==> src/rtl/core/sip_pkg.sv <==
// Shared widths, types and status codes for the segment intersection pipeline.
// No dependencies; imported by sip_divider and segment_intersection_point.
`timescale 1ns / 1ps
`default_nettype none

package sip_pkg;

    localparam int CoordBits = 16;                   // significant bits of a coordinate
    localparam int FracBits  = 8;                    // fraction bits of the result
    localparam int InW       = 16;                   // field width on the input bus
    localparam int OutW      = 24;                   // result field width
    localparam int DiffW     = CoordBits + 1;        // direction and offset vectors
    localparam int ProdW     = 2 * DiffW;            // one cross-product term
    localparam int DenW      = ProdW + 1;            // denominator and numerators
    localparam int NumW      = DenW + CoordBits + 2; // c*den + t*delta
    localparam int ShW       = NumW + FracBits;      // numerator scaled by 2^FracBits
    localparam int QuoW      = CoordBits + FracBits; // quotient magnitude bits
    localparam int InDataW   = 8 * InW;
    localparam int OutDataW  = 2 * OutW;

    typedef enum logic [1:0] {
        ST_HIT      = 2'd0,
        ST_MISS     = 2'd1,
        ST_PARALLEL = 2'd2
    } status_t;

    typedef struct packed {
        status_t status;
        logic    neg_x;
        logic    neg_y;
    } side_t;

endpackage

`default_nettype wire

==> src/rtl/core/sip_divider.sv <==
// Pipelined restoring divider, one quotient bit per register stage.
// Depends on sip_pkg for widths.
`timescale 1ns / 1ps
`default_nettype none

module sip_divider
(
    input  wire logic                        clk,
    input  wire logic                        en,
    input  wire logic [sip_pkg::DenW-1:0]    rem_in,  // high part of dividend, below divisor
    input  wire logic [sip_pkg::QuoW-1:0]    low_in,  // low part of dividend
    input  wire logic [sip_pkg::DenW-1:0]    div_in,
    output logic      [sip_pkg::QuoW-1:0]    quo
);
    import sip_pkg::*;

    logic [DenW-1:0] rem_reg [QuoW+1];
    logic [QuoW-1:0] low_reg [QuoW+1];
    logic [DenW-1:0] div_reg [QuoW+1];

    always_comb
    begin
        rem_reg[0] = rem_in;
        low_reg[0] = low_in;
        div_reg[0] = div_in;
    end

    for (genvar i = 0; i < QuoW; i++)
    begin : g_step
        logic [DenW:0]   trial;
        logic            take;
        logic [DenW-1:0] rem_next;
        logic [QuoW-1:0] low_next;

        // low word shifts out dividend bits on top and quotient bits in at the bottom
        always_comb
        begin
            trial    = {rem_reg[i], low_reg[i][QuoW-1]};
            take     = trial >= {1'b0, div_reg[i]};
            rem_next = take ? DenW'(trial - {1'b0, div_reg[i]}) : trial[DenW-1:0];
            low_next = {low_reg[i][QuoW-2:0], take};
        end

        always_ff @(posedge clk)
        begin
            if (en)
            begin
                rem_reg[i+1] <= rem_next;
                low_reg[i+1] <= low_next;
                div_reg[i+1] <= div_reg[i];
            end
        end
    end

    assign quo = low_reg[QuoW];

endmodule

`default_nettype wire
==> config.mk <==
export PLATFORM = sky130hd
export DESIGN_NAME = sip_divider
export DESIGN_NICKNAME = d
export VERILOG_FILES = /design/src/rtl/core/sip_pkg.sv /design/src/rtl/core/sip_divider.sv
export SDC_FILE = /design/constraint.sdc
export NUM_CORES = 2
export LEC_CHECK = 0
export BUFFER_PORTS_ARGS = -buffer_cell sky130_fd_sc_hd__buf_4
export CAP_MARGIN = 15
export CORE_ASPECT_RATIO = 0.7
export CORE_UTILIZATION = 45
export CTS_BUF_LIST = sky130_fd_sc_hd__clkbuf_8
export DETAILED_ROUTE_END_ITERATION = 10
export SLEW_MARGIN = 20
export SYNTH_ARGS = -nofsm -noshare
export SYNTH_HDL_FRONTEND = slang
export SYNTH_SLANG_ARGS = --single-unit
export TNS_END_PERCENT = 10
==> constraint.sdc <==
create_clock -name clk -period 5 [get_ports clk]
set_clock_uncertainty 0.1 [all_clocks]
set_input_delay 0.25 -clock clk [delete_from_list [all_inputs] [get_ports clk]]
set_output_delay 0.25 -clock clk [all_outputs]
set_load 0.05 [all_outputs]
==> impl_metrics.json <==
{
  "status": "finished, final reports clean",
  "setup_violations": 0,
  "crit_path_max_fanout": 70,
  "p_per_area_nw_per_um2": 654,
  "synth.net_count": 11600,
  "cts_inserted_buffers": 355,
  "fin_tns_setup_ns": 0,
  "routed-via-count": 84200,
  "largest_register_ffs": 828,
  "critical_path.most_common_cell": "o21ai_0",
  "synthFlopType": "edfxtp_1",
  "synthTopCellsByArea": "edfxtp_1 55%, ha_1 8.8%, a21oi_1 3.7%",
  "drtIter0Drc": 8226,
  "critPathBufInv": 0,
  "dp_slack_ns": 0.640,
  "wire_per_inst_microns": 21.6,
  "layout_setup_ws_ns": 0.516,
  "slowest_stage": "o21ai_0",
  "critical-path-top-delay-family": "compound AO/OA/AOI/OAI gates",
  "required_ns": 5.59,
  "path_clk_slew_ns": 0.06,
  "grt_max_degree": 147,
  "cts_num_sinks": 2186,
  "library_cell_used_as_clock_root_buffer": "clkbuf_8",
  "global_route.overflow_total": 0,
  "synthesis.area_sq_um": 120000,
  "placementRows": 158,
  "final_layout_size_suffix_gt1_frac": 0.0851,
  "synth.top_cells.by_count": "2186 x edfxtp_1, 1032 x inv_1, 934 x nand2_1",
  "post-route-drc-count": 0,
  "critical_path_arrival_ns": 5.07,
  "post_cts_resize_count": 0,
  "ios": 120,
  "leakagePower_nw": 55.2,
  "floorplan.die_area_sq_um": 269000,
  "timing.max_cap.violations": 0,
  "cts_setup_buffers": 0,
  "worst-slew-pin-transition_ns": 1.08,
  "cts_htree_levels": 5,
  "core_region_area_sq_um": 265000,
  "longest_individual_stage_delay_on_the_worst_path_ns": 0.62,
  "synth.most_common_cell": "edfxtp_1",
  "drt-total-wl_mm": 323,
  "die_height_microns": 434,
  "place.port_buffers": 119,
  "timing.hold.worst.class": "flop to flop",
  "synth.yosys.warnings": 0,
  "design_area_sq_um": 134000,
  "wire_length_of_the_first_global_routing_pass_mm": 487,
  "p_total_mw": 88.0,
  "finalNetCount": 12100,
  "fin_util": 0.508,
  "synth_edf_count": 2186,
  "slew_viol_final": 0,
  "initial_core_util": 0.453,
  "max-slew-margin-rel": 0.261,
  "grt_antenna_before_repair": 9,
  "grt_pass1_vias": 80000,
  "vdd_ir_drop_max_v": 0.000367,
  "startpoint_type": "flop",
  "pre_antenna_drt_iters": 6,
  "yosys_register_bits": 2186,
  "f_max_mhz": 223,
  "syn_area_per_cell_sq_um": 11.2,
  "post-route-period-util": 0.897,
  "syn-instance-count": 10700,
  "postCtsHoldBufs": 231,
  "tritoncts": "built",
  "grt_setup_unrepaired": "no",
  "routability_congestion_estimate": 0.964,
  "final_period_minus_worst_setup_slack_ns": 4.48,
  "async_reset_ff_frac": 0,
  "synth_sequential_area_ratio": 0.547,
  "hold_violations": 0,
  "timing.critical_path.cells": "ha_1 > fa_1 > nand2b_1 > a21oi_1 > o21ai_0 > a211oi_1 > o21ai_0 > o21ai_0 > nand3_1 > a31o_4 > o21ai_0",
  "critical_path_class": "flop to flop",
  "global_route_total_usage_across_every_layer": 0.236,
  "place_area_sq_um": 125000,
  "die-width_microns": 619,
  "place_hpwl_mm": 243,
  "clockBufferDepth": 4,
  "clock_latency_ns": 1.02,
  "netlist-cell-type-count": 96,
  "netlist.top_cell.by_area": "edfxtp_1",
  "post_drt_via_cell_ratio": 5.62,
  "antenna_violating_nets_post_route": 0,
  "area_share_of_the_leading_cell_type_in_the_synthesized_netlist": 0.547,
  "endpoint_kind": "flop",
  "syn_to_layout_area_delta_pct": 12.2
}
## cells by family after synthesis
| kind of cell | count (synthesis) | synth area share |
|---|---|---|
| AND/OR/NAND/NOR | 2364 | 0.0921 |
| AO/OA/AOI/OAI | 2976 | 0.153 |
| buffers and inverters | 1348 | 0.0431 |
| flip-flops | 2186 | 0.547 |
| multiplexers | 225 | 0.0210 |
| adder cells (fa/ha/maj) | 863 | 0.0915 |
| XOR/XNOR | 704 | 0.0514 |
## worst paths after layout
| kind | to | cells after the start | from | slack, ns |
|---|---|---|---|---|
| worst min-delay path | g_step[15].low_next[10]$_DFFE_PP_ | 0 | g_step[14].low_next[9]$_DFFE_PP_ | 0.26 |
| worst max-delay path | g_step[13].trial[12]$_DFFE_PP_ | 11 | div_reg[420]$_DFFE_PP_ | 0.52 |
| worst max register to register | g_step[13].trial[12]$_DFFE_PP_ | 11 | div_reg[420]$_DFFE_PP_ | 0.52 |
| worst min register to register | g_step[15].low_next[10]$_DFFE_PP_ | 0 | g_step[14].low_next[9]$_DFFE_PP_ | 0.26 |
## layout by cell type, fill, tap and decap left out, types with 204 or more instances in the layout
cell / netlist / final
xor2_1: 311 / 311
mux2_2: 206 / 206
clkbuf_8: 0 / 359
xnor2_1: 393 / 393
a21o_1: 479 / 479
a21oi_1: 876 / 875
nand2_1: 934 / 934
edfxtp_1: 2186 / 2186
dlygate4sd3_1: 0 / 231
inv_1: 1032 / 1111
nor2_1: 476 / 476
o21ai_0: 842 / 842
buf_4: 3 / 204
ha_1: 840 / 840
## area by class of cell
cell class | instances | area, sq um
fillers | 23400 | 130000
flip-flops and latches | 2186 | 65600
multi-input cells | 7132 | 49300
clock buffers | 359 | 4940
repair buffers | 468 | 4510
well taps | 3520 | 4400
inverters | 1038 | 3900
clock inverters | 266 | 1790
diodes | 5 | 12.5
## routing by layer
metal | wire length, microns | track usage | vias to the layer above
li1 | - | - | 40200
met1 | 157000 | 0.357 | 40700
met2 | 135000 | 0.343 | 2826
met3 | 23000 | 0.0452 | 482
met4 | 7620 | 0.0610 | 6
met5 | 148 | 0.00343 | -
## report_power, final
group	leakage [nW]	internal (mW)	switching (mW)
registers	21.4	27.1	3.30
logic	30.0	17.2	25.1
clock network	3.73	7.91	7.37
## per-stage QoR
step                hold WS, ns  std cells
finish                    0.265      15000
global route              0.272      15000
CTS                       0.248      15000
detailed placement        0.305      14100
global placement          0.300      14100
floorplan                 0.249      10700
(Power assumes the default switching activity.)
